===== config.mk =====
export PLATFORM = sky130hd
export DESIGN_NAME = psflm_front
export DESIGN_NICKNAME = d
export VERILOG_FILES = /design/src/psflm_pkg.sv /design/src/psflm_front.sv
export SDC_FILE = /design/constraint.sdc
export NUM_CORES = 1
export LEC_CHECK = 0
export BUFFER_PORTS_ARGS = -buffer_cell sky130_fd_sc_hd__buf_4
export CORE_UTILIZATION = 40
export DETAILED_ROUTE_END_ITERATION = 16
export SETUP_SLACK_MARGIN = 0.4
export SYNTH_ARGS = -nofsm -noshare
export SYNTH_HDL_FRONTEND = slang
export SYNTH_SLANG_ARGS = --single-unit

===== constraint.sdc =====
create_clock -name clock -period 4.2 [get_ports clock]
set_clock_uncertainty 0.15 [all_clocks]
set_input_delay 0.84 -clock clock [delete_from_list [all_inputs] [get_ports clock]]
set_output_delay 0.84 -clock clock [all_outputs]
set_load 0.1 [all_outputs]

===== src/psflm_pkg.sv =====
// shared types and constants of the per-source flit latency monitor
package psflm_pkg;

   localparam int MAX_SOURCES_DEF    = 64;
   localparam int SOURCE_ID_BITS_DEF = 10;

   localparam int SRC_FIELD_W = 10;
   localparam int REQ_DATA_W  = 112;
   localparam int REQ_USER_W  = 3;
   localparam int RSP_DATA_W  = 192;
   localparam int RSP_USER_W  = 3;

   localparam int DIV_NUM_W = 64;
   localparam int DIV_DEN_W = 32;

   localparam logic [1:0] CMD_RECORD    = 2'd0;
   localparam logic [1:0] CMD_QUERY_ONE = 2'd1;
   localparam logic [1:0] CMD_QUERY_ALL = 2'd2;

   localparam logic [2:0] STATUS_OK      = 3'd0;
   localparam logic [2:0] STATUS_WARM_UP = 3'd1;
   localparam logic [2:0] STATUS_FULL    = 3'd2;
   localparam logic [2:0] STATUS_UNKNOWN = 3'd3;
   localparam logic [2:0] STATUS_NO_PKT  = 3'd4;

   localparam logic [23:0] TPUT_MAX = 24'hFFFFFF;
   localparam logic [47:0] SUM_MAX  = 48'hFFFF_FFFF_FFFF;

   localparam logic       CSR_WARM_UP = 1'b0;
   localparam logic       CSR_RESET   = 1'b1;

   typedef enum logic [1:0] {
      KIND_RECORD,
      KIND_QUERY_ONE,
      KIND_QUERY_ALL,
      KIND_NOP
   } kind_type;

   typedef struct packed {
      kind_type                 kind;
      logic [SRC_FIELD_W-1:0]   source_id;
      logic                     is_head;
      logic [31:0]              arrival_cycle;
      logic [31:0]              send_cycle;
      logic [31:0]              current_cycle;
   } item_type;

   typedef struct packed {
      logic [31:0] flits;
      logic [31:0] packets;
      logic [47:0] delay_sum;
      logic [31:0] delay_max;
      logic [31:0] last_time;
   } entry_type;

   typedef struct packed {
      logic [2:0]  status;
      logic [6:0]  source_count;
      logic [31:0] packet_count;
      logic [31:0] flit_count;
      logic [31:0] average_delay;
      logic [31:0] maximum_delay;
      logic [23:0] throughput;
      logic [31:0] last_arrival;
   } result_type;

   typedef struct packed {
      logic                 start;
      logic [DIV_NUM_W-1:0] num;
      logic [DIV_DEN_W-1:0] den;
   } div_req_type;

   typedef struct packed {
      logic                 done;
      logic [DIV_NUM_W-1:0] quo;
   } div_rsp_type;

endpackage


===== src/psflm_front.sv =====
// input stage: accepts transfers, classifies the command and queues items
module psflm_front (
   input  logic                             clock,
   input  logic                             reset,
   input  logic                             req_tvalid,
   output logic                             req_tready,
   input  logic [psflm_pkg::REQ_DATA_W-1:0] req_tdata,
   input  logic [psflm_pkg::REQ_USER_W-1:0] req_tuser,
   output logic                             item_valid,
   output psflm_pkg::item_type              item,
   input  logic                             item_pop
);

   psflm_pkg::item_type queue_ff [2];
   psflm_pkg::item_type new_item;
   logic       wr_ptr_ff, wr_ptr_in;
   logic       rd_ptr_ff, rd_ptr_in;
   logic [1:0] count_ff, count_in;
   logic       push;

   always_comb begin
      case (req_tuser[1:0])
         psflm_pkg::CMD_RECORD:    new_item.kind = psflm_pkg::KIND_RECORD;
         psflm_pkg::CMD_QUERY_ONE: new_item.kind = psflm_pkg::KIND_QUERY_ONE;
         psflm_pkg::CMD_QUERY_ALL: new_item.kind = psflm_pkg::KIND_QUERY_ALL;
         default:                  new_item.kind = psflm_pkg::KIND_NOP;
      endcase
      new_item.source_id     = req_tdata[9:0];
      new_item.is_head       = req_tuser[2];
      new_item.arrival_cycle = req_tdata[41:10];
      new_item.send_cycle    = req_tdata[73:42];
      new_item.current_cycle = req_tdata[105:74];
   end

   assign req_tready = (count_ff != 2'd2);
   assign push       = req_tvalid && req_tready;
   assign item_valid = (count_ff != 2'd0);
   assign item       = queue_ff[rd_ptr_ff];

   always_comb begin
      wr_ptr_in = push ? ~wr_ptr_ff : wr_ptr_ff;
      rd_ptr_in = item_pop ? ~rd_ptr_ff : rd_ptr_ff;
      count_in  = count_ff + {1'b0, push} - {1'b0, item_pop};
   end

   always_ff @(posedge clock) begin
      if (reset) begin
         wr_ptr_ff <= 1'b0;
         rd_ptr_ff <= 1'b0;
         count_ff  <= 2'd0;
      end else begin
         wr_ptr_ff <= wr_ptr_in;
         rd_ptr_ff <= rd_ptr_in;
         count_ff  <= count_in;
      end
   end

   always_ff @(posedge clock) begin
      if (push) begin
         queue_ff[wr_ptr_ff] <= new_item;
      end
   end

endmodule


; ---- Word level (Yosys, flattened, before mapping)
; Memories as Yosys holds them, arrays and structs flattened. A register that Yosys moved wholly into a read port is not among the register bits.
; Index checks and enable logic that the tools add are counted.
[op_classes]
add_sub_neg = 2
eq_ne = 3
muxes = 5
bitwise = 2
reduce_logical = 3
[op_table]
columns = operator, count
row1 = 2-bit case mux with 3 select lines, 1
row2 = 1-bit 2-to-1 mux, 4
row3 = 2-bit by 1-bit adder with 2-bit output, 1
row4 = 2-bit by 1-bit == test with 1-bit output (second input constant), 1
row5 = 2-bit == test (second input constant), 1
row6 = 2-bit zero test, 1
row7 = 2-bit inequality test (second input constant), 1
row8 = 1-bit inverter, 2
row9 = 2-bit nonzero test, 1
row10 = 2-bit by 1-bit subtractor with 2-bit output, 1
row11 = 1-bit logical AND, 1
[word_totals]
reg_bits = 4
mem_bits_rw = 218
in_bits = 119
output_inout_bits = 111
wordCells = 19
mem_count = 1
[memory_table]
columns = name, depth, word_bits, read_ports, rd_clocked_by_memory_dff, wr, line
row1 = queue_ff, 2, 109, 1, 1, 1, psflm_front.sv:14  ; psflm_pkg::item_type queue_ff [2];

; ---- Logic depth before layout (Yosys ltp)
[logic_depth]
word_depth = 4
ltp_mapped = 7
mapped_depth_nobuf = 7

; ---- Worst setup path before layout
; Ideal clock, no wire load.
[synth_path]
path_kind = reg-to-reg
from = reg count_ff[0]
to = mem queue_ff[0][0] (netlist bit), enable pin
setup_ns = 0.462
arrival_ns = 3.520
required_ns = 3.588
path_slack_ns = 0.068
stages_incl_launch_ff = 4
path_buffers = 0
synth_period_minus_slack_ns = 4.132
cell_sequence = dfxtp_1 > nand2b_1 > nand3b_1 > inv_1
[synth_via]
elab_chain_len = 4
[synth_rtl]
columns = element, line
row1 = from (decl), psflm_front.sv:18  ; logic [1:0] count_ff, count_in;
row2 = from (signal assigned), psflm_front.sv:54  ; count_ff <= count_in;
row3 = 2-bit inequality test, psflm_front.sv:35  ; assign req_tready = (count_ff != 2'd2);
row4 = named net req_tready, psflm_front.sv:6  ; output logic req_tready,
row5 = 1-bit logical AND, psflm_front.sv:36  ; assign push = req_tvalid && req_tready;
row6 = 1-bit 2-to-1 mux, psflm_front.sv:59  ; if (push) begin
row7 = 1-bit 2-to-1 mux (not written as such), psflm_front.sv:60  ; queue_ff[wr_ptr_ff] <= new_item;
row8 = to (decl), psflm_front.sv:14
; The timed path passes the listed nets, and every way through them passes these cells.

==> impl_results.md <==
* Hold Path Cell Cnt at 2
* Sequential-to-total area share from yosys stat at around four fifths
* Area of the die at between 20000 and 25000 sq um
* Initial Util at approximately two fifths
* Core area at about 20000 sq um
* Flops & latches, synth at ~220
* Wl on met1 at 5.78 mm
* FFs w/ async S/R, synth at 0%
* Worst-path clk slew at ~0.06 ns
* RR Endpoint: queue_ff[0][94]
* DR iter-0 viols at about 170
* Clock Tree Buf Depth at 3
* Drt pass-1 iters at 4
* Met3 wire len at roughly 1.6 mm
* Post-synth top cells: 218 x edfxtp_1, 99 x mux2_2, 10 x buf_2, 10 x mux2_1, 5 x dfxtp_1
* Met2 WL at 7.70 mm
* Max Cap Viol at 0
* Layout Utilization at between 50% and 60%
* Tmin final at 3.30 ns
* # resized after CTS at 0
* HPWL after detailed placement at around 10 mm
* Worst EP arrival at about 2.3 ns
* GPL Wtd Cong at ~0.71
* Worst vdd ir at about 0.37 mV
* Period Utilization, post-route at between 70% and 80%
* Cell area after synthesis at approximately 8100 sq um
* Final Non-Filler Cells at ~900
* Clk sink count at ~220
* I/O Pins at 230
* FF-to-FF Start: count_ff[1]
* Placed cell area at between 10000 and 15000 sq um
* Vias per inst at 4.72
* Die width at between 100 and 150 um
* Tightest Pin Transition at between 0.7 and 0.8 ns
* Most common cell in the synthesized netlist: edfxtp_1
* Post-CTS Setup Inserts at 0
* RSZ-0062 raised after global routing: no
* Total Routed Length at 15.3 mm
* Share of post-route cells with drive strength above 1 at approximately three fifths
* Syn_nets at about 500
* Worst min path class: reg2reg
* Mean Syn Cell Area at between 20 and 25 sq um
* Final nets at approximately 730
* Fin. max-slew vios at 0
* Largest net degree at the start of global routing at 57
* Vias in the first global route at approximately 4.4k
* First-pass GRT wire length at roughly 22 mm
* Layout area overhead at 33.5%
* # hold bufs at CTS at 0
* Most used DFF post-synth: edfxtp_1
* Hold Startpoint: rd_ptr_ff
* FF-to-FF path depth at 4
* Setup Viol. Count Final at 0
* Maximum clock rate at between 0.3 and 0.4 GHz
* Ranking of synthesized cells by area: edfxtp_1 81%, mux2_2 14%, mux2_1 1.4%
* Avg WL per Cell at about 17 um
* Final Instance Area at 10800 sq um
* Startpoint types: flop
* PortBufs at 223
* DR vias at around 4.2k
* Cell taking the most area after synthesis: edfxtp_1
* Initial antenna violation count at 1
* Critical path class: reg2out
* Number of buffers created by CTS at 23
* Critical Path RT at around 3.2 ns
* Mapped Cells at between 300 and 400
* Status: finished clean
* Clk_lat worst skew at 0.49 ns
* Std-Cell Rows at between 50 and 60
* Max FO, Critical Path at 46
* H-tree levels at 1
* Grt total ovfl at 0
* Synth top area share at between 80 and 90%
* Placed Instances at approximately 850
* TNS Setup at 0 ns
* Netlist cell types at 24
* CP Capture Type: primary output
* Slew HR at 47.1%
* Hold Fails Final Rpt at 0
* Final ANT Viol Nets at 0
* DRC at 0
* Reg-to-reg slack, setup at roughly 1.9 ns
* Leakage power at roughly 4 nW
* Die Y at approximately 140 um
* PD cells at around 600 nW/um^2
* Number of flops mapped to enable cells by yosys at ~220
* Highest routed metal layer: met4
* CTS tree: done
* Total global-route track usage at between 10% and 20%
* Clock root cell: clkbuf_16
* Warnings from Yosys at 0
[cell usage in the layout (no fill, tap or decap), types with 2 or more instances in the layout]
| cell type | n |
|---|---|
| buf_12 | 4 |
| buf_4 | 225 |
| bufinv_16 | 2 |
| clkbuf_1 | 6 |
| clkbuf_16 | 23 |
| clkinv_2 | 2 |
| clkinvlp_4 | 2 |
| dfxtp_1 | 4 |
| edfxtp_1 | 218 |
| inv_1 | 2 |
| mux2_1 | 10 |
| mux2_2 | 99 |
| nand2b_1 | 2 |
| nand4b_1 | 2 |
| nor2_1 | 2 |
| xnor2_1 | 2 |
[flip-flops by register name (all words and copies together), names as in the netlist, named ones only]
name       cells
wr_ptr_ff      1
queue_ff     218
rd_ptr_ff      1
count_ff       2
[routing by layer]
metal | track usage, % | vias up
li1 | - | 1939
met1 | 16.2 | 2055
met2 | 24.8 | 162
met3 | 5.70 | 21
met4 | 3.60 | 0
met5 | 0 | -
[per-stage QoR]
step	hold slack, ns	setup slack, ns	power (mW)
6_report	0.365	0.897	6.35
5_1_grt	0.352	0.759	6.58
4_1_cts	0.358	0.833	6.43
2_1_floorplan	0.330	0.589	4.14
3_3_place_gp	0.347	1.38	4.53
3_5_place_dp	0.345	1.37	4.55
[report_power, final]
part	total [mW]	switching, mW	internal [mW]
clock network	1.86	0.743	1.12
registers	2.72	0.0573	2.67
logic	1.77	1.36	0.410
[worst max-delay path by stage]
| stage | slack [ns] | cells past startpoint | end |
|---|---|---|---|
| floorplan | 0.59 | 3 | queue_ff[0][0] |
| global placement | 1.38 | 3 | item[7] |
| detailed placement | 1.37 | 3 | item[51] |
| CTS | 0.83 | 3 | item[51] |
| global route | 0.76 | 3 | item[7] |
| finish | 0.90 | 3 | item[7] |
[cell families (layout without fill, tap and decap cells)]
group	Yosys count	count (layout)	synth area share, %
buffers and inverters	17	267	1.13
adder cells (fa/ha/maj)	1	1	0.154
multiplexers	109	109	15.1
flip-flops	223	223	81.9
AND/OR/NAND/NOR	13	13	1.06
XOR/XNOR	2	2	0.216
other	0	1	0
AO/OA/AOI/OAI	4	4	0.386
[worst max-delay path: stages, from the launching register on]
cell and delay (ns):
dfxtp_4 0.76, buf_4 0.40, mux2_2 0.38, buf_4 0.23
[layout make-up]
| class | count | area [sq um] |
|---|---|---|
| clock inverter | 6 | 81.3 |
| inverter | 3 | 15.0 |
| timing repair buffer | 229 | 1770 |
| fill | 1611 | 8830 |
| clock buffer | 29 | 598 |
| antenna | 1 | 2.50 |
| sequential | 223 | 6650 |
| multi-input combinational | 129 | 1380 |
| tap | 265 | 332 |
Note: power is estimated with default switching activity, not from simulation.
