$ cat src/psflm_pkg.sv
// shared types and constants of the per-source flit latency monitor
package psflm_pkg;

   localparam int MAX_SOURCES_DEF    = 64;
   localparam int SOURCE_ID_BITS_DEF = 10;

   localparam int SRC_FIELD_W = 10;
   localparam int REQ_DATA_W  = 112;
   localparam int REQ_USER_W  = 3;
   localparam int RSP_DATA_W  = 192;
   localparam int RSP_USER_W  = 3;

   localparam int DIV_NUM_W = 64;
   localparam int DIV_DEN_W = 32;

   localparam logic [1:0] CMD_RECORD    = 2'd0;
   localparam logic [1:0] CMD_QUERY_ONE = 2'd1;
   localparam logic [1:0] CMD_QUERY_ALL = 2'd2;

   localparam logic [2:0] STATUS_OK      = 3'd0;
   localparam logic [2:0] STATUS_WARM_UP = 3'd1;
   localparam logic [2:0] STATUS_FULL    = 3'd2;
   localparam logic [2:0] STATUS_UNKNOWN = 3'd3;
   localparam logic [2:0] STATUS_NO_PKT  = 3'd4;

   localparam logic [23:0] TPUT_MAX = 24'hFFFFFF;
   localparam logic [47:0] SUM_MAX  = 48'hFFFF_FFFF_FFFF;

   localparam logic       CSR_WARM_UP = 1'b0;
   localparam logic       CSR_RESET   = 1'b1;

   typedef enum logic [1:0] {
      KIND_RECORD,
      KIND_QUERY_ONE,
      KIND_QUERY_ALL,
      KIND_NOP
   } kind_type;

   typedef struct packed {
      kind_type                 kind;
      logic [SRC_FIELD_W-1:0]   source_id;
      logic                     is_head;
      logic [31:0]              arrival_cycle;
      logic [31:0]              send_cycle;
      logic [31:0]              current_cycle;
   } item_type;

   typedef struct packed {
      logic [31:0] flits;
      logic [31:0] packets;
      logic [47:0] delay_sum;
      logic [31:0] delay_max;
      logic [31:0] last_time;
   } entry_type;

   typedef struct packed {
      logic [2:0]  status;
      logic [6:0]  source_count;
      logic [31:0] packet_count;
      logic [31:0] flit_count;
      logic [31:0] average_delay;
      logic [31:0] maximum_delay;
      logic [23:0] throughput;
      logic [31:0] last_arrival;
   } result_type;

   typedef struct packed {
      logic                 start;
      logic [DIV_NUM_W-1:0] num;
      logic [DIV_DEN_W-1:0] den;
   } div_req_type;

   typedef struct packed {
      logic                 done;
      logic [DIV_NUM_W-1:0] quo;
   } div_rsp_type;

endpackage

$ cat src/psflm_div.sv
// restoring divider, one quotient bit per cycle
module psflm_div (
   input  logic                    clock,
   input  logic                    reset,
   input  psflm_pkg::div_req_type  div_req,
   output psflm_pkg::div_rsp_type  div_rsp
);

   localparam int NW = psflm_pkg::DIV_NUM_W;
   localparam int DW = psflm_pkg::DIV_DEN_W;
   localparam int CW = $clog2(NW + 1);

   logic [DW-1:0] rem_ff;
   logic [NW-1:0] quo_ff;
   logic [DW-1:0] den_ff;
   logic [CW-1:0] cnt_ff;
   logic          busy_ff;
   logic          done_ff;
   logic [DW:0]   shifted;
   logic [DW:0]   diff;
   logic          take;

   always_comb begin
      shifted = {rem_ff, quo_ff[NW-1]};
      diff    = shifted - {1'b0, den_ff};
      take    = (shifted >= {1'b0, den_ff});
   end

   always_ff @(posedge clock) begin
      if (reset) begin
         busy_ff <= 1'b0;
         done_ff <= 1'b0;
      end else begin
         done_ff <= 1'b0;
         if (div_req.start) begin
            rem_ff  <= '0;
            quo_ff  <= div_req.num;
            den_ff  <= div_req.den;
            cnt_ff  <= CW'(NW);
            busy_ff <= 1'b1;
         end else if (busy_ff) begin
            rem_ff <= take ? diff[DW-1:0] : shifted[DW-1:0];
            quo_ff <= {quo_ff[NW-2:0], take};
            cnt_ff <= cnt_ff - 1'b1;
            if (cnt_ff == CW'(1)) begin
               busy_ff <= 1'b0;
               done_ff <= 1'b1;
            end
         end
      end
   end

   assign div_rsp.done = done_ff;
   assign div_rsp.quo  = quo_ff;

endmodule

$ cat config.mk
export PLATFORM = sky130hd
export DESIGN_NAME = psflm_div
export DESIGN_NICKNAME = d
export VERILOG_FILES = /design/src/psflm_pkg.sv /design/src/psflm_div.sv
export SDC_FILE = /design/constraint.sdc
export NUM_CORES = 1
export LEC_CHECK = 0
export BUFFER_PORTS_ARGS = -buffer_cell sky130_fd_sc_hd__buf_2
export CORE_ASPECT_RATIO = 0.7
export CORE_UTILIZATION = 30
export DETAILED_ROUTE_END_ITERATION = 12
export PLACE_DENSITY = 0.61
export SLEW_MARGIN = 20
export SYNTH_ARGS = -nofsm -noshare
export SYNTH_HDL_FRONTEND = slang
export SYNTH_SLANG_ARGS = --single-unit
$ cat constraint.sdc
create_clock -name clock -period 10.58 [get_ports clock]
set_clock_uncertainty 0.2 [all_clocks]
set_input_delay 0.529 -clock clock [delete_from_list [all_inputs] [get_ports clock]]
set_output_delay 0.529 -clock clock [all_outputs]
set_load 0.1 [all_outputs]
; ---- Word-level counts from Yosys, hierarchy flattened
; Cells that the tools add are included.
[word_totals]
ff_bits = 137
in_bits = 99
out_inout_bits = 65
word_cells = 25
[op_classes]
n_addsub = 2
n_lt_le_gt_ge = 1
n_eq_ne = 1
muxes = 9
n_bitwise = 2
n_reduce_logical = 4
[op_table]
columns = operator, count
row1 = $mux W64, 2
row2 = $mux W32, 2
row3 = $ge A33 B32 Y1, 1
row4 = $sub A32 B32 Y32, 1
row5 = $eq A7 B1 Y1 const B, 1
row6 = $mux W7, 1
row7 = $sub A7 B1 Y7 const B, 1
row8 = $mux W1, 4
row9 = $reduce_and A2 Y1, 2
row10 = $reduce_or A3 Y1, 1
row11 = $not A1 Y1, 2
row12 = $reduce_bool A2 Y1, 1

; ---- Depth between registers and ports, before layout
; Gate-level depths: netlist (run 1).
[depth]
word_depth = 4
mapped_depth = 13
depth_no_buf = 11

; ---- Least setup slack after synthesis (run 1)
; No wires, ideal clock.
[synth_timing]
kind = input to register
startpoint = input port div_req[96] (netlist name)
endpoint = register cnt_ff[0] (enable)
setup_ns = 0.566
arrival_ns = 5.693
required_time_ns = 9.814
path_slack_ns = 4.121
stages = 5
path_buffers = 3
path_cell_list = clkbuf_1 > clkbuf_1 > buf_1 > nor2_1 > nor2_1
[synth_via]
elab_chain_cells = 2
[synth_rtl]
columns = item, line
row1 = "start, declared", psflm_div.sv:5  ; input psflm_pkg::div_req_type div_req,
row2 = $reduce_bool A2 Y1 (no source line), --
row3 = $reduce_and A2 Y1 (no source line), --
row4 = "end signal, assigned", psflm_div.sv:39  ; cnt_ff <= CW'(NW);
row5 = "end signal, assigned", psflm_div.sv:44  ; cnt_ff <= cnt_ff - 1'b1;
row6 = "end, declared", psflm_div.sv:16  ; logic [CW-1:0] cnt_ff;
; Every way passes these cells.
; A chain may end at the register's enable or synchronous reset.

; ---- Worst setup path in the final report (run 1)
[layout_timing]
startpoint = register rem_ff[15]
endpoint = register rem_ff[11] (data pin)
[layout_via]
elab_chain_cells = 3
[layout_rtl]
columns = item, line
row1 = "start, declared", psflm_div.sv:13  ; logic [DW-1:0] rem_ff;
row2 = "start signal, assigned", psflm_div.sv:42  ; rem_ff <= take ? diff[DW-1:0] : shifted[DW-1:0];
row3 = $ge A33 B32 Y1, psflm_div.sv:26  ; take = (shifted >= {1'b0, den_ff});
row4 = $mux W32, psflm_div.sv:42
row5 = $mux W32, psflm_div.sv:41  ; end else if (busy_ff) begin
; Every way passes these cells. The select of a mux whose other input is x is not followed.

==> report_table.html, run 1 <==
<table>
<tr><th>Metric</th><th>Value</th></tr>
<tr><th colspan="2">Drt</th></tr>
<tr><td>Via Count</td><td>5,427</td></tr>
<tr><td>Initial DRC Count</td><td>419</td></tr>
<tr><td>Detailed-route wire length</td><td>17.5 mm</td></tr>
<tr><td>Number of detailed-routing iterations run before antenna repair</td><td>5</td></tr>
<tr><td>Detailed-route DRC error count</td><td>0</td></tr>
<tr><td>Drt wl/cell</td><td>15.5 µm</td></tr>
<tr><td>Via density</td><td>4.82</td></tr>
<tr><td>Routed Antenna Nets</td><td>0</td></tr>
<tr><th colspan="2">STA</th></tr>
<tr><td>Final critical-path required period</td><td>3.69 ns</td></tr>
<tr><td>Transition time at the pin with the least slew margin</td><td>0.812 ns</td></tr>
<tr><td>Aggregate negative setup slack</td><td>0 ns</td></tr>
<tr><td>Period utilisation layout</td><td>34.9%</td></tr>
<tr><td>Number of max-slew violations in the final report</td><td>0</td></tr>
<tr><td>Worst hold margin</td><td>0.0686 ns</td></tr>
<tr><td>Setup repair after global routing missed its margin</td><td>no</td></tr>
<tr><td>Setup Viol. Count Final</td><td>0</td></tr>
<tr><td>Maximum frequency from static timing analysis</td><td>271 MHz</td></tr>
<tr><td>Final Hold Viols</td><td>0</td></tr>
<tr><td>Relative max-transition margin</td><td>45.7%</td></tr>
<tr><th colspan="2">Clock tree</th></tr>
<tr><td>H-tree depth</td><td>4</td></tr>
<tr><td>Clk sink count</td><td>137</td></tr>
<tr><td>Clock transition time at the flip-flop clock pins of the worst setup and hold paths</td><td>0.07 ns</td></tr>
<tr><td>Latest clock arrival within the worst-skew pair</td><td>0.43 ns</td></tr>
<tr><td>Hold buffers post-CTS</td><td>0</td></tr>
<tr><td>Total of cells resized after clock tree synthesis</td><td>0</td></tr>
<tr><td>Root Buffer Master</td><td>clkbuf_16</td></tr>
<tr><td>Post CTS Setup Buffer Count</td><td>0</td></tr>
<tr><td>TritonCTS clock tree</td><td>yes</td></tr>
<tr><td>Maximum buffer depth of the clock tree</td><td>2</td></tr>
<tr><td>Cts bufs inserted</td><td>17</td></tr>
<tr><th colspan="2">Setup path</th></tr>
<tr><td>Kind of critical path</td><td>flop to flop</td></tr>
<tr><td>Critical Path Slowest Stage Cell</td><td>or4_1</td></tr>
<tr><td>Cell-by-cell listing of the critical path</td><td>ha_1 &gt; nand4_2 &gt; or4_1 &gt; o31a_1 &gt; o211ai_2 &gt; a211oi_2 &gt; or2_1 &gt; buf_4 &gt; or3b_1 &gt; a21oi_1</td></tr>
<tr><td>Data arrival at the endpoint of the critical path</td><td>3.77 ns</td></tr>
<tr><td>FF-to-FF setup slack</td><td>6.89 ns</td></tr>
<tr><td>Required time worst endpoint</td><td>10.65 ns</td></tr>
<tr><td>Number of cells traversed by the worst register-to-register path</td><td>10</td></tr>
<tr><td>Launch instance of the worst register-to-register path</td><td>rem_ff[15]</td></tr>
<tr><td>Critical Path Sink Type</td><td>flop</td></tr>
<tr><td>Maximum fanout along the worst path</td><td>17</td></tr>
<tr><td>Start point of the critical path</td><td>rem_ff[15]</td></tr>
<tr><td>Type of origin of the critical path</td><td>flop</td></tr>
<tr><td>Largest stage delay on the critical path</td><td>0.56 ns</td></tr>
<tr><td>Endpoint of the lowest-slack register-to-register path</td><td>rem_ff[11]</td></tr>
<tr><th colspan="2">Pwr</th></tr>
<tr><td>Power after layout</td><td>1.69 mW</td></tr>
<tr><td>Areal power density over the cells</td><td>185 nW/µm²</td></tr>
<tr><td>Maximum resistive drop on vdd</td><td>125 µV</td></tr>
<tr><td>LEAKAGE</td><td>3.72 nW</td></tr>
<tr><th colspan="2">Synthesis</th></tr>
<tr><td>#FFs+latches synth</td><td>137</td></tr>
<tr><td>Dominant combinational cell family by area after synthesis</td><td>compound AO/OA/AOI/OAI gates</td></tr>
<tr><td>Number of nets produced by synthesis</td><td>766</td></tr>
<tr><td>Mux share of post-synthesis cell area</td><td>9.86%</td></tr>
<tr><td>Post-Synthesis Cells</td><td>632</td></tr>
<tr><td>Fraction of the mapped netlist area in compound gates</td><td>12.4%</td></tr>
<tr><td>Synth warnings</td><td>0</td></tr>
<tr><td>Post-Synth Adder-Cell Area</td><td>6.01%</td></tr>
<tr><td>Fraction of registers with async set/reset</td><td>0%</td></tr>
<tr><td>Number of distinct library cell variants in the gate-level netlist after synthesis</td><td>59</td></tr>
<tr><td>Area share of and/or/nand/nor cells after synthesis</td><td>10.1%</td></tr>
<tr><td>Sequential share of the synthesized area</td><td>55.3%</td></tr>
<tr><td>Netlist area before placement</td><td>7410 µm²</td></tr>
<tr><td>Post-synthesis xor/xnor area fraction</td><td>2.84%</td></tr>
<tr><td>Most used flip-flop cell after synthesis</td><td>edfxtp_1</td></tr>
<tr><td>Avg Synthesized Cell Area</td><td>11.7 µm²</td></tr>
<tr><td>Number of synthesized flops with an enable pin</td><td>135</td></tr>
<tr><th colspan="2">Place</th></tr>
<tr><td>Total half-perimeter wirelength after legalization and detailed placement</td><td>12.6 mm</td></tr>
<tr><td>Placer's final routability congestion estimate</td><td>0.816</td></tr>
<tr><td>Buffers on Ports</td><td>163</td></tr>
<tr><th colspan="2">Die</th></tr>
<tr><td>Number of top-level pins</td><td>164</td></tr>
<tr><td>Die ar.</td><td>25,300 µm²</td></tr>
<tr><td>Starting utilization of the core area</td><td>31.0%</td></tr>
<tr><td>Core Region</td><td>23,900 µm²</td></tr>
<tr><td>DIE WIDTH</td><td>190 µm</td></tr>
<tr><td>Number of placement rows</td><td>47</td></tr>
<tr><td>Die Span Y</td><td>133 µm</td></tr>
<tr><th colspan="2">Global route</th></tr>
<tr><td>Number of antenna violations at the first check in global routing</td><td>2</td></tr>
<tr><td>Number of global-route vias before repair</td><td>5,279</td></tr>
<tr><td>Pin count of the biggest net entering global routing</td><td>60</td></tr>
<tr><td>Total Routing Usage GR</td><td>14.3%</td></tr>
<tr><td>Aggregate global routing overflow</td><td>0</td></tr>
<tr><td>Wire length of the first global-routing pass</td><td>27.8 mm</td></tr>
<tr><th colspan="2">Finish</th></tr>
<tr><td>Leading cell type in the layout, fill and taps excluded</td><td>buf_2</td></tr>
<tr><td>Final layout net count</td><td>928</td></tr>
<tr><td>Growth of design area from synthesis to finish</td><td>23.1%</td></tr>
<tr><td>Most frequent cells in the layout</td><td>162 x buf_2, 135 x edfxtp_1, 66 x nand2_1</td></tr>
<tr><td>Ratio of cells with drive above 1 in the final layout</td><td>33.6%</td></tr>
<tr><th colspan="2">Min path</th></tr>
<tr><td>Hold-critical path depth</td><td>1</td></tr>
<tr><td>Hold wc startpoint</td><td>div_req[9]</td></tr>
<tr><td>Kind of path behind the tightest hold check</td><td>primary input to flop</td></tr>
<tr><td>Worst hold path endpoint</td><td>den_ff[9]</td></tr>
<tr><th colspan="2">Run</th></tr>
<tr><td>Max capacitance violation total</td><td>0</td></tr>
<tr><th colspan="2">Status</th></tr>
<tr><td>Outcome</td><td>finished, final reports clean</td></tr>
</table>
critical path, delay by kind of cell (launching register included):
| family | cells | cell delay, ns |
|---|---|---|
| flip-flops | 1 | 0.39 |
| adder cells (fa/ha/maj) | 1 | 0.44 |
| AND/OR/NAND/NOR | 4 | 1.59 |
| buffers and inverters | 1 | 0.29 |
| AO/OA/AOI/OAI | 4 | 0.61 |
logic make-up (layout without fill, tap and decap cells):
family	after synthesis	in the layout
and+or+nand+nor	159	159
buffers and inverters	66	241
AOI/OAI and AO/OA	146	146
other	0	2
DFF	137	137
muxes	65	65
xor gates and xnor gates	24	24
adders and majority gates	35	35
per-stage QoR:
stage	util [%]	std cells	cell area (µm²)	worst slack [ns]
floorplan	-	632	7410	4.12
global placement	35.8	1092	8560	6.96
detailed placement	35.8	1092	8560	6.88
CTS	38.0	1124	9090	6.87
global route	38.1	1126	9110	6.66
finish	38.1	1127	9120	6.89
cell usage after synthesis, types with 3 or more instances:
cell type	n	share of area [%]
nor2_1	35	1.8
o21a_1	5	0.51
a211oi_1	11	1.1
edfxtp_1	135	55
buf_1	4	0.20
inv_1	40	2.0
a21oi_1	50	3.4
nand2_1	66	3.3
nand2b_1	8	0.68
nor3_1	9	0.61
o211ai_1	6	0.61
clkbuf_1	15	0.76
nor4b_1	3	0.35
xnor2_1	16	1.9
buf_2	5	0.34
a21o_1	18	1.8
o21ai_0	31	2.1
nand3_1	8	0.54
o21bai_1	3	0.30
mux2_2	64	9.7
ha_1	34	5.7
nand4_1	4	0.34
a31oi_1	3	0.25
xor2_1	8	0.95
and3_1	3	0.25
nor4_1	5	0.42
or3_1	4	0.34
registers in the layout (all words and copies together) (netlist names):
| signal | count |
|---|---|
| done_ff | 1 |
| quo_ff | 64 |
| den_ff | 32 |
| rem_ff | 32 |
| busy_ff | 1 |
| cnt_ff | 7 |
cell type report:
class / instances / area, µm²
fill: 2354 / 14800
tap: 318 / 398
timing repair buffer: 169 / 876
antenna: 2 / 5.00
inverter: 40 / 150
clock buffer: 18 / 429
multi-input combinational: 429 / 3060
sequential: 137 / 4090
clock inverter: 14 / 101
routing by layer:
metal  wire (µm)  up-vias  GRT usage [%]
met3        1210       16           4.32
met1        8650     2558           20.3
met5           0        -              0
met4         202        0           4.75
li1            -     2678              -
met2        7410      175           20.4
how the worst max path moves through the flow:
stage	to	slack, ns	depth (start not counted)
3_3_place_gp	quo_ff[49]	6.96	5
5_1_grt	rem_ff[11]	6.66	10
2_1_floorplan	cnt_ff[0]	4.12	5
6_report	rem_ff[11]	6.89	10
3_5_place_dp	quo_ff[39]	6.88	5
4_1_cts	rem_ff[11]	6.87	10
report_power, final:
part,internal [mW],switching (mW),total (mW)
Sequential,0.656,0.0207,0.677
Combinational,0.151,0.324,0.475
Clock,0.300,0.238,0.538
Total,1.11,0.582,1.69
Power figures use the tool's default switching activity.
==> run 2: changes to the inputs <==
clock period = 3.45 ns   (was 10.58 ns; I/O delays follow)
==> report_table.html, run 2 (synthesized netlist as in run 1, its figures left out) <==
<table>
<tr><th>Metric</th><th>Value</th></tr>
<tr><th colspan="2">Status</th></tr>
<tr><td>Outcome</td><td>finished, final reports clean</td></tr>
<tr><th colspan="2">Die</th></tr>
<tr><td>Core Region</td><td>23,900 µm²</td></tr>
<tr><td>Number of placement rows</td><td>47</td></tr>
<tr><td>Die Span Y</td><td>133 µm</td></tr>
<tr><td>Die ar.</td><td>25,300 µm²</td></tr>
<tr><td>Number of top-level pins</td><td>164</td></tr>
<tr><td>Starting utilization of the core area</td><td>31.0%</td></tr>
<tr><td>DIE WIDTH</td><td>190 µm</td></tr>
<tr><th colspan="2">Drt</th></tr>
<tr><td>Routed Antenna Nets</td><td>0</td></tr>
<tr><td>Via density</td><td>4.73</td></tr>
<tr><td>Drt wl/cell</td><td>15.0 µm</td></tr>
<tr><td>Via Count</td><td>5,857</td></tr>
<tr><td>Detailed-route wire length</td><td>18.6 mm</td></tr>
<tr><td>Number of detailed-routing iterations run before antenna repair</td><td>5</td></tr>
<tr><td>Initial DRC Count</td><td>258</td></tr>
<tr><td>Detailed-route DRC error count</td><td>0</td></tr>
<tr><th colspan="2">Finish</th></tr>
<tr><td>Most frequent cells in the layout</td><td>162 x buf_2, 135 x edfxtp_1, 97 x dlygate4sd3_1</td></tr>
<tr><td>Sequential cell area</td><td>4090 µm²</td></tr>
<tr><td>Flip-flop count of the largest register, all copies and words added</td><td>64</td></tr>
<tr><td>Ratio of cells with drive above 1 in the final layout</td><td>31.5%</td></tr>
<tr><td>Final layout net count</td><td>1,044</td></tr>
<tr><td>Number of filler cells placed in the layout</td><td>2,240</td></tr>
<tr><td>Footprint of the multi-input gates</td><td>3100 µm²</td></tr>
<tr><td>Leading cell type in the layout, fill and taps excluded</td><td>buf_2</td></tr>
<tr><td>Largest registers in the final layout</td><td>quo_ff (64), den_ff (32), rem_ff (32)</td></tr>
<tr><td>Final design area excluding fillers</td><td>10,300 µm²</td></tr>
<tr><td>Growth of design area from synthesis to finish</td><td>39.0%</td></tr>
<tr><td>Most flop-heavy register</td><td>quo_ff</td></tr>
<tr><td>N_diodes</td><td>0</td></tr>
<tr><th colspan="2">Place</th></tr>
<tr><td>Dpl cell area</td><td>8730 µm²</td></tr>
<tr><td>Buffers on Ports</td><td>163</td></tr>
<tr><td>Total half-perimeter wirelength after legalization and detailed placement</td><td>12.6 mm</td></tr>
<tr><td>Placer's final routability congestion estimate</td><td>0.837</td></tr>
<tr><th colspan="2">Global route</th></tr>
<tr><td>Number of antenna violations at the first check in global routing</td><td>0</td></tr>
<tr><td>Number of global-route vias before repair</td><td>5,699</td></tr>
<tr><td>Wire length of the first global-routing pass</td><td>30.1 mm</td></tr>
<tr><td>Aggregate global routing overflow</td><td>0</td></tr>
<tr><td>Total Routing Usage GR</td><td>15.2%</td></tr>
<tr><td>Pin count of the biggest net entering global routing</td><td>82</td></tr>
<tr><th colspan="2">Run</th></tr>
<tr><td>Max capacitance violation total</td><td>0</td></tr>
<tr><th colspan="2">Min path</th></tr>
<tr><td>Hold-critical path depth</td><td>2</td></tr>
<tr><td>Hold wc startpoint</td><td>div_req[96]</td></tr>
<tr><td>Kind of path behind the tightest hold check</td><td>primary input to flop</td></tr>
<tr><td>Worst hold path endpoint</td><td>rem_ff[6]</td></tr>
<tr><th colspan="2">Setup path</th></tr>
<tr><td>Type of origin of the critical path</td><td>flop</td></tr>
<tr><td>Critical Path Sink Type</td><td>flop</td></tr>
<tr><td>Maximum fanout along the worst path</td><td>21</td></tr>
<tr><td>Launch instance of the worst register-to-register path</td><td>rem_ff[17]</td></tr>
<tr><td>Number of cells traversed by the worst register-to-register path</td><td>10</td></tr>
<tr><td>Kind of critical path</td><td>flop to flop</td></tr>
<tr><td>Endpoint of the lowest-slack register-to-register path</td><td>rem_ff[11]</td></tr>
<tr><td>FF-to-FF setup slack</td><td>0.20 ns</td></tr>
<tr><td>Data arrival at the endpoint of the critical path</td><td>3.33 ns</td></tr>
<tr><td>Required time worst endpoint</td><td>3.53 ns</td></tr>
<tr><th colspan="2">STA</th></tr>
<tr><td>Setup Viol. Count Final</td><td>0</td></tr>
<tr><td>Transition time at the pin with the least slew margin</td><td>1.01 ns</td></tr>
<tr><td>Relative max-transition margin</td><td>32.7%</td></tr>
<tr><td>Number of max-slew violations in the final report</td><td>0</td></tr>
<tr><td>Final critical-path required period</td><td>3.25 ns</td></tr>
<tr><td>Period utilisation layout</td><td>94.2%</td></tr>
<tr><td>Setup repair after global routing missed its margin</td><td>no</td></tr>
<tr><td>Maximum frequency from static timing analysis</td><td>308 MHz</td></tr>
<tr><td>Final Hold Viols</td><td>0</td></tr>
<tr><th colspan="2">Clock tree</th></tr>
<tr><td>Clock transition time at the flip-flop clock pins of the worst setup and hold paths</td><td>0.06 ns</td></tr>
<tr><td>TritonCTS clock tree</td><td>yes</td></tr>
<tr><td>H-tree depth</td><td>4</td></tr>
<tr><td>Clk sink count</td><td>137</td></tr>
<tr><td>Latest clock arrival within the worst-skew pair</td><td>0.43 ns</td></tr>
<tr><td>Maximum buffer depth of the clock tree</td><td>2</td></tr>
<tr><td>Cts bufs inserted</td><td>17</td></tr>
<tr><td>Root Buffer Master</td><td>clkbuf_16</td></tr>
<tr><th colspan="2">Pwr</th></tr>
<tr><td>Areal power density over the cells</td><td>536 nW/µm²</td></tr>
<tr><td>LEAKAGE</td><td>4.23 nW</td></tr>
<tr><td>Power after layout</td><td>5.52 mW</td></tr>
<tr><td>Maximum resistive drop on vdd</td><td>388 µV</td></tr>
</table>
[run 2: cell types whose count changed in the layout (fill, tap and decap cells not counted), sizes merged, moves of 2 or more]
cell / delta
inv: -2
diode: -2
dlygate4sd3: +97
bufinv: +3
clkbuf: +2
clkinv: -5
buf: +19
[run 2: how the worst max path moves through the flow]
stage | start | slack [ns] | end | depth (start not counted)
3_3_place_gp | rem_ff[17] | 0.20 | rem_ff[22] | 10
4_1_cts | rem_ff[17] | 0.1 | rem_ff[11] | 10
6_report | rem_ff[17] | 0.20 | rem_ff[11] | 10
2_1_floorplan | quo_ff[63] | -0.02 | rem_ff[22] | 11
3_5_place_dp | rem_ff[17] | 0.1 | rem_ff[9] | 10
5_1_grt | rem_ff[16] | 0.01 | rem_ff[11] | 10
[run 2: repair_timing]
action / in CTS / in global routing
setup buffers: 0 / 1
endpoints found under the hold margin: 98 / 0
endpoints found under the setup margin: 0 / 4
hold buffers: 97 / 0
gates resized for setup: 0 / 5
[run 2: worst max-delay path: stages, from the launching register on]
cell	delay [ns]
edfxtp_1	0.43
ha_4	0.33
nand4_2	0.16
or4_1	0.55
o31a_1	0.31
o211ai_2	0.07
a211oi_2	0.08
or2_1	0.27
buf_12	0.17
or3b_1	0.38
a21oi_1	0.15
[run 2: final cells by class]
type,instances,share of cell area (%)
timing repair buffer,285,19.3
inverter,40,1.46
clock buffer,20,4.24
clock inverter,9,1.24
multi-input combinational,429,30.1
sequential,137,39.8
tap,318,3.86
[run 2: per-layer routing]
| metal | GRT usage (%) | share of wire [%] | vias up |
|---|---|---|---|
| met4 | 3.81 | 0.83 | 0 |
| li1 | - | - | 2897 |
| met3 | 3.93 | 5.3 | 15 |
| met1 | 22.1 | 51 | 2779 |
| met2 | 22.4 | 43 | 166 |
| met5 | 0 | 0 | - |
[run 2: power by group]
group | switching [mW] | internal [mW]
Clock | 0.692 | 1.12
Combinational | 1.03 | 0.600
Sequential | 0.0641 | 2.01
Total | 1.79 | 3.73
[run 2: per-stage QoR]
step | setup TNS [ns] | util [%] | setup slack (ns) | cells | hold WS (ns)
global route | 0 | 43.0 | 0.00996 | 1238 | 0.0188
CTS | 0 | 42.9 | 0.0978 | 1237 | 0.00445
floorplan | -0.0386 | - | -0.0194 | 632 | 0.0505
global placement | 0 | 36.5 | 0.199 | 1111 | 0.149
detailed placement | 0 | 36.5 | 0.0980 | 1111 | 0.151
finish | 0 | 43.0 | 0.201 | 1238 | 0.0256
